[src/rtl/mroe_pkg.sv]
// Shared types and constants for the matrix row operation engine.
// No dependencies; every other file in rtl/ refers to this package by scoped names.
`default_nettype none

package mroe_pkg;

  localparam int MAX_ROWS_DEF = 16;
  localparam int MAX_COLS_DEF = 16;

  localparam int FUNC_W     = 3;
  localparam int IDX_W      = 4;
  localparam int SCALAR_W   = 16;
  localparam int DATA_W     = 32;
  localparam int SIZE_W     = 5;
  localparam int CFG_IDX_W  = 1;
  localparam int CNT_W      = 9;
  localparam int CALC_W     = 17;
  localparam int PROD_W     = 48;
  localparam int SUM_W      = 49;

  localparam logic [FUNC_W-1:0] FUNC_WRITE = 3'd0;
  localparam logic [FUNC_W-1:0] FUNC_SWAP  = 3'd1;
  localparam logic [FUNC_W-1:0] FUNC_SCALE = 3'd2;
  localparam logic [FUNC_W-1:0] FUNC_ADD   = 3'd3;
  localparam logic [FUNC_W-1:0] FUNC_READ  = 3'd4;

  localparam logic [CFG_IDX_W-1:0] CFG_ROWS = 1'b0;
  localparam logic [CFG_IDX_W-1:0] CFG_COLS = 1'b1;

  localparam logic [SIZE_W-1:0] SIZE_RESET = 5'd16;

  localparam logic signed [DATA_W-1:0] Q_MAX = 32'sh7fff_ffff;
  localparam logic signed [DATA_W-1:0] Q_MIN = 32'sh8000_0000;

  typedef enum logic [1:0] {
    OP_WRITE,
    OP_SWAP,
    OP_SCALE,
    OP_ADD
  } op_t;

  typedef struct packed {
    logic valid;
    op_t  op;
  } issue_t;

  typedef enum logic [2:0] {
    ST_IDLE,
    ST_WRITE,
    ST_READ,
    ST_READ_WAIT,
    ST_RUN,
    ST_DRAIN,
    ST_DONE
  } state_t;

endpackage

`default_nettype wire

[src/rtl/mroe_alu.sv]
// Column pipeline: multiply, add and clamp one element per issued word, then write back.
// Depends on mroe_pkg; fed by mroe_seq and the read ports of mroe_mem.
`default_nettype none

module mroe_alu #(
  parameter int AW = 8
) (
  input  wire logic                                 clk,
  input  wire logic                                 rst_n,
  input  wire mroe_pkg::issue_t                     iss,
  input  wire logic [AW-1:0]                        iss_addr_a,
  input  wire logic [AW-1:0]                        iss_addr_b,
  input  wire logic signed [mroe_pkg::SCALAR_W-1:0] scalar,
  input  wire logic signed [mroe_pkg::DATA_W-1:0]   value,
  input  wire logic signed [mroe_pkg::DATA_W-1:0]   q_a,
  input  wire logic signed [mroe_pkg::DATA_W-1:0]   q_b,
  input  wire logic                                 sat_clr,
  output logic                                      we,
  output logic [AW-1:0]                             waddr,
  output logic [mroe_pkg::DATA_W-1:0]               wdata,
  output logic                                      busy,
  output logic                                      sat
);

  mroe_pkg::issue_t                       s1_r, s2_r;
  logic [AW-1:0]                          s1_addr_a_r, s1_addr_b_r;
  logic [AW-1:0]                          s2_addr_a_r, s2_addr_b_r;
  logic signed [mroe_pkg::PROD_W-1:0]     prod_r, prod_nxt;
  logic signed [mroe_pkg::DATA_W-1:0]     qa_r, qb_r, qsel;
  logic                                   s3_valid_r, s3_valid_nxt;
  logic [AW-1:0]                          s3_addr_r;
  logic [mroe_pkg::DATA_W-1:0]            s3_data_r;
  logic                                   sat_r, sat_nxt;
  logic signed [mroe_pkg::SUM_W-1:0]      sum;
  logic                                   ovf;
  logic [mroe_pkg::DATA_W-1:0]            clamped;
  logic                                   s2_arith;
  logic [mroe_pkg::DATA_W-1:0]            s2_data;

  always_comb begin
    qsel     = (s1_r.op == mroe_pkg::OP_ADD) ? q_b : q_a;
    prod_nxt = mroe_pkg::PROD_W'(scalar) * mroe_pkg::PROD_W'(qsel);

    sum = mroe_pkg::SUM_W'(prod_r) +
          ((s2_r.op == mroe_pkg::OP_ADD) ? mroe_pkg::SUM_W'(qa_r) : '0);
    ovf = sum[mroe_pkg::SUM_W-1:mroe_pkg::DATA_W-1] !=
          {(mroe_pkg::SUM_W-mroe_pkg::DATA_W+1){sum[mroe_pkg::SUM_W-1]}};
    if (ovf) begin
      clamped = sum[mroe_pkg::SUM_W-1] ? mroe_pkg::Q_MIN : mroe_pkg::Q_MAX;
    end else begin
      clamped = sum[mroe_pkg::DATA_W-1:0];
    end

    s2_arith = s2_r.valid &&
               (s2_r.op == mroe_pkg::OP_SCALE || s2_r.op == mroe_pkg::OP_ADD);
    case (s2_r.op)
      mroe_pkg::OP_WRITE: s2_data = value;
      mroe_pkg::OP_SWAP:  s2_data = qb_r;
      default:            s2_data = clamped;
    endcase

    s3_valid_nxt = s2_r.valid && (s2_r.op == mroe_pkg::OP_SWAP);
    sat_nxt      = sat_clr ? 1'b0 : (sat_r | (s2_arith && ovf));

    // A swap never issues columns back to back, so its second write never meets a first write.
    if (s3_valid_r) begin
      we    = 1'b1;
      waddr = s3_addr_r;
      wdata = s3_data_r;
    end else begin
      we    = s2_r.valid;
      waddr = s2_addr_a_r;
      wdata = s2_data;
    end

    busy = s1_r.valid | s2_r.valid | s3_valid_r;
    sat  = sat_r;
  end

  always_ff @(posedge clk) begin
    if (!rst_n) begin
      s1_r       <= '0;
      s2_r       <= '0;
      s3_valid_r <= 1'b0;
      sat_r      <= 1'b0;
    end else begin
      s1_r       <= iss;
      s2_r       <= s1_r;
      s3_valid_r <= s3_valid_nxt;
      sat_r      <= sat_nxt;
    end
  end

  always_ff @(posedge clk) begin
    s1_addr_a_r <= iss_addr_a;
    s1_addr_b_r <= iss_addr_b;
    s2_addr_a_r <= s1_addr_a_r;
    s2_addr_b_r <= s1_addr_b_r;
    prod_r      <= prod_nxt;
    qa_r        <= q_a;
    qb_r        <= q_b;
    s3_addr_r   <= s2_addr_b_r;
    s3_data_r   <= qa_r;
  end

`ifndef NO_ASSERTIONS
  a_no_write_collision: assert property (@(posedge clk) disable iff (!rst_n)
    s3_valid_r |-> !s2_r.valid)
    else $error("swap second write met another write");

  a_s3_from_swap: assert property (@(posedge clk) disable iff (!rst_n)
    s3_valid_r |-> $past(s2_r.valid && s2_r.op == mroe_pkg::OP_SWAP))
    else $error("second write stage loaded without a swap");

  a_stage_order: assert property (@(posedge clk) disable iff (!rst_n)
    s2_r.valid |-> $past(s1_r.valid))
    else $error("pipeline stage two valid without stage one");
`endif

endmodule

`default_nettype wire

[config.mk]
export PLATFORM = sky130hd
export DESIGN_NAME = mroe_alu
export DESIGN_NICKNAME = d
export VERILOG_FILES = /design/src/rtl/mroe_pkg.sv /design/src/rtl/mroe_alu.sv
export SDC_FILE = /design/constraint.sdc
export NUM_CORES = 2
export LEC_CHECK = 0
export BUFFER_PORTS_ARGS = -buffer_cell sky130_fd_sc_hd__buf_2
export CAP_MARGIN = 20
export CORE_MARGIN = 5
export CORE_UTILIZATION = 55
export CTS_CLUSTER_SIZE = 12
export DETAILED_ROUTE_END_ITERATION = 12
export PLACE_DENSITY = 0.73
export SYNTH_ARGS = -nofsm -noshare
export SYNTH_HDL_FRONTEND = slang
export SYNTH_SLANG_ARGS = --single-unit
[constraint.sdc]
create_clock -name clk -period 16.6 [get_ports clk]
set_clock_uncertainty 0.2 [all_clocks]
set_input_delay 0.83 -clock clk [delete_from_list [all_inputs] [get_ports clk]]
set_output_delay 0.83 -clock clk [all_outputs]
set_load 0.03 [all_outputs]
==> flow_metrics.py <==
metrics = {
    "drt": {
        "drt-pass1-iter-count": 5,
        "postRouteAntennaNets": 0,
        "drc": 0,
        "viasPerCell": 5.675,
        "drt-total-wl_mm": 74.33,
        "drt_iter0_drc": 1347,
        "wl_per_cell_um": 20.51,
        "vias": 20570,
    },
    "grt": {
        "grt_pass1_wl_mm": 119.5,
        "grt_pass1_vias": 22190,
        "grt_max_degree": 72,
        "gr-usage-all-layers_pct": 28.60,
        "grt_overflow": 0,
        "antenna_found_initial": 1,
    },
    "cts": {
        "clockRootBuffer": "clkbuf_16",
        "cts_buffers": 17,
        "path_clk_slew_ns": 0.08,
        "cts_hold_buffers": 0,
        "worstSkewPairLatency_ns": 0.45,
        "cts_setup_buffers": 0,
        "cts_resized": 0,
        "clock_path_buffers": 2,
        "clock_sinks": 192,
        "htree_levels": 4,
        "cts_tree": "done",
    },
    "layout": {
        "multi_input_area_sq_mm": 0.02003,
        "fill_cells": 4074,
        "layout_commonest_cell": "inv_1",
        "layout-drive-gt1-share_pct": 11.07,
        "syn_to_final_growth_pct": 6.976,
        "final_cell_mix": "inv_1 (607), fa_1 (487), nand2_1 (330), and2_1 (215), dfxtp_1 (189)",
        "nets": 3777,
        "seqCellArea_sq_mm": 0.003847,
    },
    "timing": {
        "worst_pin_slew_ns": 0.9245,
        "min_period_ns": 8.175,
        "hold_viol": 0,
        "tns_ns": 0,
        "fmax_mhz": 122.3,
        "relSlewSlack_pct": 38.37,
        "rsz0062_at_grt": "false",
        "finalMaxSlewViolations": 0,
        "fin_crit_sh_pct": 49.25,
        "setup_violations": 0,
    },
    "critical_path": {
        "crit_fanout": 32,
        "slowest_stage": "mux2_2",
        "cp.required_ns": 16.77,
        "worstPathArrival_ns": 8.35,
        "critPathMaxStageDelay_ns": 0.61,
        "cp_common_cell": "fa_1",
        "startpoint_type": "register",
        "crit_type": "register to register",
        "cp-end-kind": "register",
    },
    "logic_synthesis": {
        "synth_flop_cell": "dfxtp_1",
        "synth.top_cell.area_share_pct": 36.53,
        "syn_area_sq_mm": 0.02669,
        "syn_area_per_cell_sq_um": 9.146,
        "synth_edf_count": 0,
        "yosys_warnings": 0,
        "synth_cell_types": 86,
        "yosys.area.top_type": "fa_1",
        "synth.ff_latch_count": 192,
        "yosys-top-cells-area": "fa_1 (37%), dfxtp_1 (14%), inv_1 (8.5%)",
        "syn_nets": 3701,
        "async_reset_ff_share_pct": 0,
        "synthCells": 2918,
        "yosysSeqAreaShare_pct": 14.40,
    },
    "placed_design": {
        "portBuffers": 176,
        "dp.final_hpwl_mm": 58.01,
        "place_congestion": 0.9554,
    },
    "floorplanning": {
        "pin_count": 177,
        "die_w_um": 230.3,
        "core_sq_mm": 0.04785,
        "core.rowCount": 80,
        "start_util_pct": 55.78,
        "dieArea_sq_mm": 0.05303,
        "die_h_um": 230.3,
    },
    "flow_run": {
        "max-cap-violations": 0,
    },
    "run_status": {
        "status": "complete, no violations",
    },
    "worst_hold_path": {
        "hold_class": "register to register",
    },
}
-- registers in the layout, indices dropped and copies added (netlist names) --
name	cells
s2_addr_b_r	8
s2_addr_a_r	8
s1_r	3
s3_data_r	32
s3_addr_r	8
s1_addr_b_r	8
sat	1
s3_valid_r	1
qa_r	32
qb_r	32
prod_r	48
s1_addr_a_r	8
s2_r	3
-- layout make-up --
class	count	area share, %
multi-input combinational	1989	70.17
sequential	192	13.48
inverter	608	7.994
timing repair buffer	186	3.348
tap	615	2.695
clock buffer	18	1.538
clock inverter	14	0.7582
antenna	2	0.01753
-- synthesized netlist by cell type, types with 12 or more instances --
| cell type | number |
|---|---|
| inv_1 | 607 |
| fa_1 | 487 |
| nand2_1 | 330 |
| and2_1 | 215 |
| dfxtp_1 | 192 |
| ha_1 | 162 |
| clkbuf_1 | 111 |
| nor2_1 | 103 |
| a21oi_1 | 91 |
| xnor2_1 | 58 |
| a21o_1 | 44 |
| and3_1 | 42 |
| mux2_2 | 40 |
| o21ai_0 | 36 |
| mux2i_1 | 33 |
| nor2b_1 | 29 |
| xor2_1 | 27 |
| a211oi_2 | 22 |
| a211oi_1 | 21 |
| a21oi_2 | 21 |
| nand3_1 | 21 |
| nand2b_1 | 17 |
| nand4_1 | 15 |
| nor3_1 | 14 |
| o21a_1 | 12 |
-- cell families (layout without fill, tap and decap cells) --
| kind of cell | after synthesis | in the layout | synth area share [%] |
|---|---|---|---|
| buffers and inverters | 737 | 826 | 10.57 |
| flip-flops | 192 | 192 | 14.40 |
| AO/OA/AOI/OAI | 350 | 350 | 9.644 |
| other | 0 | 2 | 0 |
| adder cells (fa/ha/maj) | 649 | 649 | 44.13 |
| AND/OR/NAND/NOR | 832 | 832 | 15.54 |
| XOR/XNOR | 85 | 85 | 2.790 |
| multiplexers | 73 | 73 | 2.925 |
-- layer usage --
layer | vias to the layer above | GRT usage [%] | routed length [um]
li1 | 9149 | - | -
met1 | 10230 | 38.86 | 30710
met2 | 1022 | 45.80 | 33420
met3 | 166 | 5.391 | 7072
met4 | 0 | 11.25 | 3119
met5 | - | 0 | 0
-- through the flow --
| step | setup WS (ns) | hold slack [ns] | utilization (%) | instances | instance area, sq um |
|---|---|---|---|---|---|
| 6_report | 8.425 | 0.1300 | 59.67 | 3624 | 28550 |
| 5_1_grt | 7.928 | 0.1380 | 59.67 | 3623 | 28550 |
| 4_1_cts | 8.499 | 0.1302 | 59.66 | 3622 | 28540 |
| 3_5_place_dp | 8.525 | 0.1121 | 58.29 | 3590 | 27890 |
| 3_3_place_gp | 8.623 | 0.1102 | 58.29 | 3590 | 27890 |
| 2_1_floorplan | 9.311 | 0.1096 | - | 2918 | 26690 |
-- worst max-delay path, delay by kind of cell, from the launching register on --
family | cells | cell delay (ns)
XOR/XNOR | 1 | 0.15
buffers and inverters | 5 | 0.67
AND/OR/NAND/NOR | 5 | 0.97
multiplexers | 1 | 0.61
AO/OA/AOI/OAI | 7 | 1.83
adder cells (fa/ha/maj) | 7 | 3.29
flip-flops | 1 | 0.31
-- worst paths after layout --
| check | from | slack, ns | end | depth (start not counted) |
|---|---|---|---|---|
| worst max-delay path | s1_r[0] | 8.43 | prod_r[46] | 26 |
| worst min-delay path | s1_addr_b_r[3] | 0.13 | s2_addr_b_r[3] | 0 |
| worst max register to register | s1_r[0] | 8.43 | prod_r[46] | 26 |
| worst min register to register | s1_addr_b_r[3] | 0.13 | s2_addr_b_r[3] | 0 |
Power is not shown: default switching activity piles up to over one toggle a cycle in this logic, so the estimate is an artifact.
