==> src/rtl/mroe_pkg.sv <==
// Shared types and constants for the matrix row operation engine.
// No dependencies; every other file in rtl/ refers to this package by scoped names.
`default_nettype none

package mroe_pkg;

  localparam int MAX_ROWS_DEF = 16;
  localparam int MAX_COLS_DEF = 16;

  localparam int FUNC_W     = 3;
  localparam int IDX_W      = 4;
  localparam int SCALAR_W   = 16;
  localparam int DATA_W     = 32;
  localparam int SIZE_W     = 5;
  localparam int CFG_IDX_W  = 1;
  localparam int CNT_W      = 9;
  localparam int CALC_W     = 17;
  localparam int PROD_W     = 48;
  localparam int SUM_W      = 49;

  localparam logic [FUNC_W-1:0] FUNC_WRITE = 3'd0;
  localparam logic [FUNC_W-1:0] FUNC_SWAP  = 3'd1;
  localparam logic [FUNC_W-1:0] FUNC_SCALE = 3'd2;
  localparam logic [FUNC_W-1:0] FUNC_ADD   = 3'd3;
  localparam logic [FUNC_W-1:0] FUNC_READ  = 3'd4;

  localparam logic [CFG_IDX_W-1:0] CFG_ROWS = 1'b0;
  localparam logic [CFG_IDX_W-1:0] CFG_COLS = 1'b1;

  localparam logic [SIZE_W-1:0] SIZE_RESET = 5'd16;

  localparam logic signed [DATA_W-1:0] Q_MAX = 32'sh7fff_ffff;
  localparam logic signed [DATA_W-1:0] Q_MIN = 32'sh8000_0000;

  typedef enum logic [1:0] {
    OP_WRITE,
    OP_SWAP,
    OP_SCALE,
    OP_ADD
  } op_t;

  typedef struct packed {
    logic valid;
    op_t  op;
  } issue_t;

  typedef enum logic [2:0] {
    ST_IDLE,
    ST_WRITE,
    ST_READ,
    ST_READ_WAIT,
    ST_RUN,
    ST_DRAIN,
    ST_DONE
  } state_t;

endpackage

`default_nettype wire

==> src/rtl/mroe_seq.sv <==
// Sequencer: size registers, index checks, column walk and result word.
// Depends on mroe_pkg; drives mroe_mem read addresses and the mroe_alu issue port.
`default_nettype none

module mroe_seq #(
  parameter int MAX_ROWS = mroe_pkg::MAX_ROWS_DEF,
  parameter int MAX_COLS = mroe_pkg::MAX_COLS_DEF,
  parameter int AW       = 8
) (
  input  wire logic                                 clk,
  input  wire logic                                 rst_n,
  input  wire logic                                 start,
  output logic                                      busy,
  input  wire logic [mroe_pkg::FUNC_W-1:0]          in_func,
  input  wire logic [mroe_pkg::IDX_W-1:0]           in_row_a,
  input  wire logic [mroe_pkg::IDX_W-1:0]           in_row_b,
  input  wire logic [mroe_pkg::IDX_W-1:0]           in_col,
  input  wire logic signed [mroe_pkg::SCALAR_W-1:0] in_scalar,
  input  wire logic signed [mroe_pkg::DATA_W-1:0]   in_value,
  input  wire logic                                 cfg_we,
  input  wire logic [mroe_pkg::CFG_IDX_W-1:0]       cfg_index,
  input  wire logic [mroe_pkg::SIZE_W-1:0]          cfg_data,
  output mroe_pkg::issue_t                          iss,
  output logic [AW-1:0]                             addr_a,
  output logic [AW-1:0]                             addr_b,
  output logic signed [mroe_pkg::SCALAR_W-1:0]      scalar,
  output logic signed [mroe_pkg::DATA_W-1:0]        value,
  output logic                                      sat_clr,
  input  wire logic signed [mroe_pkg::DATA_W-1:0]   q_a,
  input  wire logic                                 alu_busy,
  input  wire logic                                 alu_sat,
  output logic                                      out_valid,
  output logic signed [mroe_pkg::DATA_W-1:0]        out_read_value,
  output logic                                      out_status,
  output logic                                      out_saturated
);

  mroe_pkg::state_t                       state_r, state_nxt;
  logic [mroe_pkg::SIZE_W-1:0]            rows_r, cols_r;
  logic [mroe_pkg::FUNC_W-1:0]            func_r;
  logic [mroe_pkg::IDX_W-1:0]             ra_r, rb_r, col_r;
  logic signed [mroe_pkg::SCALAR_W-1:0]   scalar_r;
  logic signed [mroe_pkg::DATA_W-1:0]     value_r;
  logic [mroe_pkg::CNT_W-1:0]             k_r, k_nxt;
  logic                                   phase_r, phase_nxt;
  logic                                   err_r, err_nxt;
  logic signed [mroe_pkg::DATA_W-1:0]     rd_val_r, rd_val_nxt;
  logic                                   out_valid_r, out_valid_nxt;
  logic signed [mroe_pkg::DATA_W-1:0]     out_read_r, out_read_nxt;
  logic                                   out_status_r, out_status_nxt;
  logic                                   out_sat_r, out_sat_nxt;
  logic [mroe_pkg::CNT_W-1:0]             nr, nc, cidx;
  logic                                   ra_ok, rb_ok, c_ok, accept, row_op;
  mroe_pkg::op_t                          op;

  always_comb begin
    nr = (mroe_pkg::CNT_W'(rows_r) > mroe_pkg::CNT_W'(MAX_ROWS)) ?
         mroe_pkg::CNT_W'(MAX_ROWS) : mroe_pkg::CNT_W'(rows_r);
    nc = (mroe_pkg::CNT_W'(cols_r) > mroe_pkg::CNT_W'(MAX_COLS)) ?
         mroe_pkg::CNT_W'(MAX_COLS) : mroe_pkg::CNT_W'(cols_r);
    ra_ok  = mroe_pkg::CNT_W'(in_row_a) < nr;
    rb_ok  = mroe_pkg::CNT_W'(in_row_b) < nr;
    c_ok   = mroe_pkg::CNT_W'(in_col) < nc;
    accept = start && (state_r == mroe_pkg::ST_IDLE);
    busy   = (state_r != mroe_pkg::ST_IDLE);

    case (in_func)
      mroe_pkg::FUNC_WRITE: err_nxt = !(ra_ok && c_ok);
      mroe_pkg::FUNC_READ:  err_nxt = !(ra_ok && c_ok);
      mroe_pkg::FUNC_SWAP:  err_nxt = !(ra_ok && rb_ok);
      mroe_pkg::FUNC_ADD:   err_nxt = !(ra_ok && rb_ok);
      mroe_pkg::FUNC_SCALE: err_nxt = !ra_ok;
      default:              err_nxt = 1'b0;
    endcase
    row_op = (in_func == mroe_pkg::FUNC_SWAP) || (in_func == mroe_pkg::FUNC_SCALE) ||
             (in_func == mroe_pkg::FUNC_ADD);

    case (func_r)
      mroe_pkg::FUNC_SWAP:  op = mroe_pkg::OP_SWAP;
      mroe_pkg::FUNC_SCALE: op = mroe_pkg::OP_SCALE;
      mroe_pkg::FUNC_ADD:   op = mroe_pkg::OP_ADD;
      default:              op = mroe_pkg::OP_WRITE;
    endcase

    cidx   = (state_r == mroe_pkg::ST_RUN) ? k_r : mroe_pkg::CNT_W'(col_r);
    addr_a = AW'(mroe_pkg::CALC_W'(ra_r) * mroe_pkg::CALC_W'(MAX_COLS) +
                 mroe_pkg::CALC_W'(cidx));
    addr_b = AW'(mroe_pkg::CALC_W'(rb_r) * mroe_pkg::CALC_W'(MAX_COLS) +
                 mroe_pkg::CALC_W'(k_r));
    scalar = scalar_r;
    value  = value_r;

    state_nxt      = state_r;
    iss.valid      = 1'b0;
    iss.op         = op;
    k_nxt          = k_r;
    phase_nxt      = phase_r;
    rd_val_nxt     = rd_val_r;
    sat_clr        = 1'b0;
    out_valid_nxt  = 1'b0;
    out_read_nxt   = out_read_r;
    out_status_nxt = out_status_r;
    out_sat_nxt    = out_sat_r;

    case (state_r)
      mroe_pkg::ST_IDLE: begin
        if (accept) begin
          sat_clr    = 1'b1;
          k_nxt      = '0;
          phase_nxt  = 1'b0;
          rd_val_nxt = '0;
          if (err_nxt) begin
            state_nxt = mroe_pkg::ST_DONE;
          end else if (in_func == mroe_pkg::FUNC_WRITE) begin
            state_nxt = mroe_pkg::ST_WRITE;
          end else if (in_func == mroe_pkg::FUNC_READ) begin
            state_nxt = mroe_pkg::ST_READ;
          end else if (row_op && (nc != '0)) begin
            state_nxt = mroe_pkg::ST_RUN;
          end else begin
            state_nxt = mroe_pkg::ST_DONE;
          end
        end
      end
      mroe_pkg::ST_WRITE: begin
        iss.valid = 1'b1;
        state_nxt = mroe_pkg::ST_DRAIN;
      end
      mroe_pkg::ST_READ: begin
        state_nxt = mroe_pkg::ST_READ_WAIT;
      end
      mroe_pkg::ST_READ_WAIT: begin
        rd_val_nxt = q_a;
        state_nxt  = mroe_pkg::ST_DONE;
      end
      mroe_pkg::ST_RUN: begin
        iss.valid = !((func_r == mroe_pkg::FUNC_SWAP) && phase_r);
        phase_nxt = (func_r == mroe_pkg::FUNC_SWAP) ? !phase_r : 1'b0;
        if (iss.valid) begin
          k_nxt = mroe_pkg::CNT_W'(k_r + 1'b1);
          if (mroe_pkg::CNT_W'(k_r + 1'b1) == nc) begin
            state_nxt = mroe_pkg::ST_DRAIN;
          end
        end
      end
      mroe_pkg::ST_DRAIN: begin
        if (!alu_busy) begin
          state_nxt = mroe_pkg::ST_DONE;
        end
      end
      mroe_pkg::ST_DONE: begin
        out_valid_nxt  = 1'b1;
        out_read_nxt   = rd_val_r;
        out_status_nxt = err_r;
        out_sat_nxt    = alu_sat;
        state_nxt      = mroe_pkg::ST_IDLE;
      end
      default: begin
        state_nxt = mroe_pkg::ST_IDLE;
      end
    endcase

    out_valid      = out_valid_r;
    out_read_value = out_read_r;
    out_status     = out_status_r;
    out_saturated  = out_sat_r;
  end

  always_ff @(posedge clk) begin
    if (!rst_n) begin
      state_r     <= mroe_pkg::ST_IDLE;
      rows_r      <= mroe_pkg::SIZE_RESET;
      cols_r      <= mroe_pkg::SIZE_RESET;
      out_valid_r <= 1'b0;
    end else begin
      state_r     <= state_nxt;
      out_valid_r <= out_valid_nxt;
      if (cfg_we) begin
        case (cfg_index)
          mroe_pkg::CFG_ROWS: rows_r <= cfg_data;
          mroe_pkg::CFG_COLS: cols_r <= cfg_data;
          default: ;
        endcase
      end
    end
  end

  always_ff @(posedge clk) begin
    if (accept) begin
      func_r   <= in_func;
      ra_r     <= in_row_a;
      rb_r     <= in_row_b;
      col_r    <= in_col;
      scalar_r <= in_scalar;
      value_r  <= in_value;
      err_r    <= err_nxt;
    end
    k_r          <= k_nxt;
    phase_r      <= phase_nxt;
    rd_val_r     <= rd_val_nxt;
    out_read_r   <= out_read_nxt;
    out_status_r <= out_status_nxt;
    out_sat_r    <= out_sat_nxt;
  end

`ifndef NO_ASSERTIONS
  a_accept_busy: assert property (@(posedge clk) disable iff (!rst_n)
    accept |=> busy)
    else $error("accepted word did not make the block busy");

  a_result_when_idle: assert property (@(posedge clk) disable iff (!rst_n)
    out_valid_r |-> (state_r == mroe_pkg::ST_IDLE))
    else $error("result word shown while still working");

  a_swap_spacing: assert property (@(posedge clk) disable iff (!rst_n)
    (iss.valid && iss.op == mroe_pkg::OP_SWAP) |=> !iss.valid)
    else $error("swap columns issued back to back");

  a_issue_state: assert property (@(posedge clk) disable iff (!rst_n)
    iss.valid |-> (state_r == mroe_pkg::ST_RUN || state_r == mroe_pkg::ST_WRITE))
    else $error("column issued outside a working state");
`endif

endmodule

`default_nettype wire

==> config.mk <==
export PLATFORM = sky130hd
export DESIGN_NAME = mroe_seq
export DESIGN_NICKNAME = d
export VERILOG_FILES = /design/src/rtl/mroe_pkg.sv /design/src/rtl/mroe_seq.sv
export SDC_FILE = /design/constraint.sdc
export NUM_CORES = 1
export LEC_CHECK = 0
export BUFFER_PORTS_ARGS = -buffer_cell sky130_fd_sc_hd__buf_2
export CAP_MARGIN = 20
export CORE_MARGIN = 2
export CORE_UTILIZATION = 35
export DETAILED_ROUTE_END_ITERATION = 7
export GPL_TIMING_DRIVEN = 0
export SLEW_MARGIN = 30
export SYNTH_ARGS = -nofsm -noshare
export SYNTH_HDL_FRONTEND = slang
export SYNTH_SLANG_ARGS = --single-unit
export TNS_END_PERCENT = 10
==> constraint.sdc <==
create_clock -name clk -period 5.45 [get_ports clk]
set_input_delay 1.09 -clock clk [delete_from_list [all_inputs] [get_ports clk]]
set_output_delay 1.09 -clock clk [all_outputs]
set_load 0.02 [all_outputs]
==> impl_results.md <==
* Dpl hpwl at roughly 11000 um
* Synth Warn # at 0
* Worst setup skew after layout at 0.00765 ns
* Cells after Synth at 413
* Port Buffers at between 200 and 250
* Reg2reg end: rd_val_r[13]$_SDFFCE_PN0P_
* Max_cap viols at 0
* RD Place Congestion at between 0.7 and 0.8
* Pre-Repair DR Iteration Count at 4
* Hold-fix buffers, CTS at 0
* Max Clock Freq at roughly 0.25 GHz
* PD cells at ~400 nW/um^2
* Final worst slack at approximately 1.4 ns
* Critical path type: register to output port
* Crit path max fanout at 10
* Worst Max-Slew Pin Slew at between 0.8 and 0.9 ns
* Drt drc at 0
* CP required at about 4.4 ns
* Hold path cells at 0
* Post-Layout Inst Area at 8150 um^2
* Sequential area share after synthesis at 72.7%
* Fill count at 1583
* Vias per cell at between 4 and 5
* Largest net degree at the start of global routing at 47
* CTS tree: built
* Critical Path Start Type: register
* Synth Area per Inst at ~15 um^2
* Row Count at 48
* Min-Delay Startpoint: rd_val_r[5]$_SDFFCE_PN0P_
* Final TNS setup at 0 ns
* Num ports at 211
* Reg2reg start: state_r[1]$_SDFFE_PN0P_
* Via count at 4083
* CTS Buffer Depth at 2
* Fin crit share at roughly three quarters
* Max VDD drop at around 0.00024 V
* Antenna violations before repair at 2
* Clock sinks at about 150
* Worst-Skew Late Latency at between 0.4 and 0.5 ns
* Lkg Pwr at between 3 and 4 nW
* R2r worst-path depth at 6
* Remaining Overflow, GRT at 0
* Die Span Y at about 140 um
* Die W at about 140 um
* Clk network pwr share at a little over a third
* Switching part of the total at between 20% and 30%
* Status: finished clean
* Min Tclk post-route at slightly above 4 ns
* Initial Utilization at between 30% and 40%
* NumNets Final at 769
* CP endpoint kind: output port
* Clock root buffer master: clkbuf_16
* EDFF count, synth at 140
* Post_cts resized at 0
* Max_slew headroom at between 40% and 50%
* Top FF cell, synth: edfxtp_1
* Mapped cell area at 6170 um^2
* Post-synthesis register bit count at ~150
* Post-route ant nets at 0
* Switching power at 0.000973 W
* Worst EP arrival at 2.96 ns
* DP Area at approximately 7600 um^2
* Post-place setup slack at between 1.5 and 2 ns
* Min-Delay Path Class: register to register
* Fin util at 47.1%
* Final wirelength at 14000 um
* Hold Vio Cnt, Final at 0
* Post-CTS setup buffers at 0
* Avg WL per Cell at approximately 16 um
* Int Pwr at 0.00238 W
* Worst reg-to-reg setup slack at ~2.9 ns
* RSZ-0062 raised after global routing: no
* GRT Util Overall at 15.1%
* CTS buffer count at 17
* H-tree Lvls at 4
* P&R area growth vs syn at 32.0%
* Core area at between 15000 and 20000 um^2
* Final Slew Violations at 0
* Yosys cell types at between 40 and 50
* Sequential fraction of design power at a little under half
* Most frequent cells in the layout: 211 x buf_2, 140 x edfxtp_1, 36 x and3_1
* Logic pwr share at between 10% and 20%
* Syn_nets at 538
* Die area at 18700 um^2
* Final Setup Violations at 0
* Starting DRT DRC Count at roughly 170
* Async SR Flop Fraction at 0%
* Hold Path End: out_read_value[5]$_DFFE_PP_
* Vias in the first global route at between 3000 and 4000
* Clk slew on worst S/H paths at 0.06 ns
* Global-route wire length before repair at 21000 um
* Most common cell after layout, fill and taps aside: buf_2
* Share of cells above drive strength 1 at 39.6%
==> kinds of logic (layout without fill, tap and decap cells) <==
logic type	after synthesis	in the layout	synth area share, %
flip-flops	154	154	72.7
AND/OR/NAND/NOR	138	138	12.2
AO/OA/AOI/OAI	43	43	4.99
buffers and inverters	38	282	3.06
adder cells (fa/ha/maj)	18	18	3.89
XOR/XNOR	16	16	2.27
multiplexers	6	6	0.973
other	0	1	0
==> per-layer routing <==
| metal | vias to the layer above | share of wire (%) | track usage [%] |
|---|---|---|---|
| met4 | 2 | 1.8 | 6.13 |
| met1 | 1933 | 43 | 18.4 |
| li1 | 1994 | - | - |
| met5 | - | 0.050 | 0 |
| met3 | 23 | 6.5 | 4.22 |
| met2 | 131 | 49 | 25.3 |
==> critical path: stages (launching register included) <==
cell      delay [ns]
dfxtp_1         0.43
inv_1           0.14
nor3_1          0.37
clkbuf_1        0.44
nand2_1         0.18
inv_1           0.09
ha_1            0.22
a21o_1          0.18
a21oi_1         0.17
xnor2_1         0.13
buf_2           0.19
==> stage by stage <==
step / hold slack (ns) / cells / power (W)
after global routing: 0.420 / 883 / 0.00351
final: 0.416 / 883 / 0.00336
after global placement: 0.401 / 848 / 0.00219
after floorplan: 0.400 / 413 / 0.00196
after CTS: 0.419 / 882 / 0.00340
after detailed placement: 0.405 / 850 / 0.00221
==> sequential cells by signal, summed over array words and instances (netlist names), 3 cells and up <==
signal and cells:
col_r 4, func_r 3, rows_r 5, rb_r 4, scalar 16, rd_val_r 32, ra_r 4, out_read_value 32
cols_r 5, state_r 3, k_r 9, value 32
==> Yosys cell counts (2+ instances only) <==
| cell | count | area (um^2) |
|---|---|---|
| and3_1 | 37 | 231 |
| or3_1 | 2 | 12.5 |
| and3b_1 | 2 | 17.5 |
| nor2_1 | 19 | 71.3 |
| fa_1 | 2 | 40.0 |
| a21o_1 | 5 | 37.5 |
| nand2_1 | 31 | 116 |
| a21boi_0 | 4 | 30.0 |
| xor2_1 | 5 | 43.8 |
| o31ai_1 | 2 | 15.0 |
| o21a_1 | 3 | 22.5 |
| o21bai_1 | 2 | 15.0 |
| nor2b_1 | 8 | 50.1 |
| clkbuf_1 | 14 | 52.6 |
| inv_1 | 15 | 56.3 |
| nor3_1 | 5 | 25.0 |
| edfxtp_1 | 140 | 4200 |
| nand3b_1 | 3 | 22.5 |
| xnor2_1 | 11 | 96.3 |
| nor3b_1 | 2 | 15.0 |
| a31oi_1 | 2 | 12.5 |
| buf_6 | 4 | 45.0 |
| nand3_1 | 10 | 50.1 |
| ha_1 | 16 | 200 |
| a21oi_1 | 8 | 40.0 |
| mux2i_1 | 6 | 60.1 |
| dfxtp_1 | 14 | 280 |
| nor4_1 | 2 | 12.5 |
| buf_4 | 4 | 30.0 |
| nand2b_1 | 8 | 50.1 |
| o21ai_0 | 8 | 40.0 |
| and2_1 | 4 | 25.0 |
==> worst max-delay path by stage <==
stage	end	cells after the start	slack, ns	from
floorplan	rd_val_r[0]$_SDFFCE_PN0P_	3	1.74	start
global placement	sat_clr	4	0.86	start
detailed placement	addr_a[7]	10	1.83	state_r[2]$_SDFFE_PN0P_
CTS	addr_a[7]	10	1.37	state_r[2]$_SDFFE_PN0P_
global route	addr_a[7]	10	1.13	state_r[2]$_SDFFE_PN0P_
finish	addr_a[7]	10	1.40	state_r[2]$_SDFFE_PN0P_
==> power by group through the flow <==
stage / Clock [W] / Sequential [W] / Combinational [W]
after floorplan: 0 / 0.00160 / 0.000356
after detailed placement: 0 / 0.00155 / 0.000663
after CTS: 0.00121 / 0.00152 / 0.000666
after global placement: 0 / 0.00155 / 0.000641
final: 0.00118 / 0.00152 / 0.000657
after global routing: 0.00125 / 0.00153 / 0.000719
==> layout make-up <==
cell class                 count  area [um^2]  share of cell area (%)
clock buffer                  19          433                    5.31
multi-input combinational    221         1500                    18.4
inverter                      15         58.8                   0.722
sequential                   154         4480                    55.0
tap                          225          282                    3.45
timing repair buffer         212         1100                    13.5
buffer                        23          133                    1.63
clock inverter                13          158                    1.93
antenna                        1         2.50                  0.0307
(Power assumes the default switching activity.)
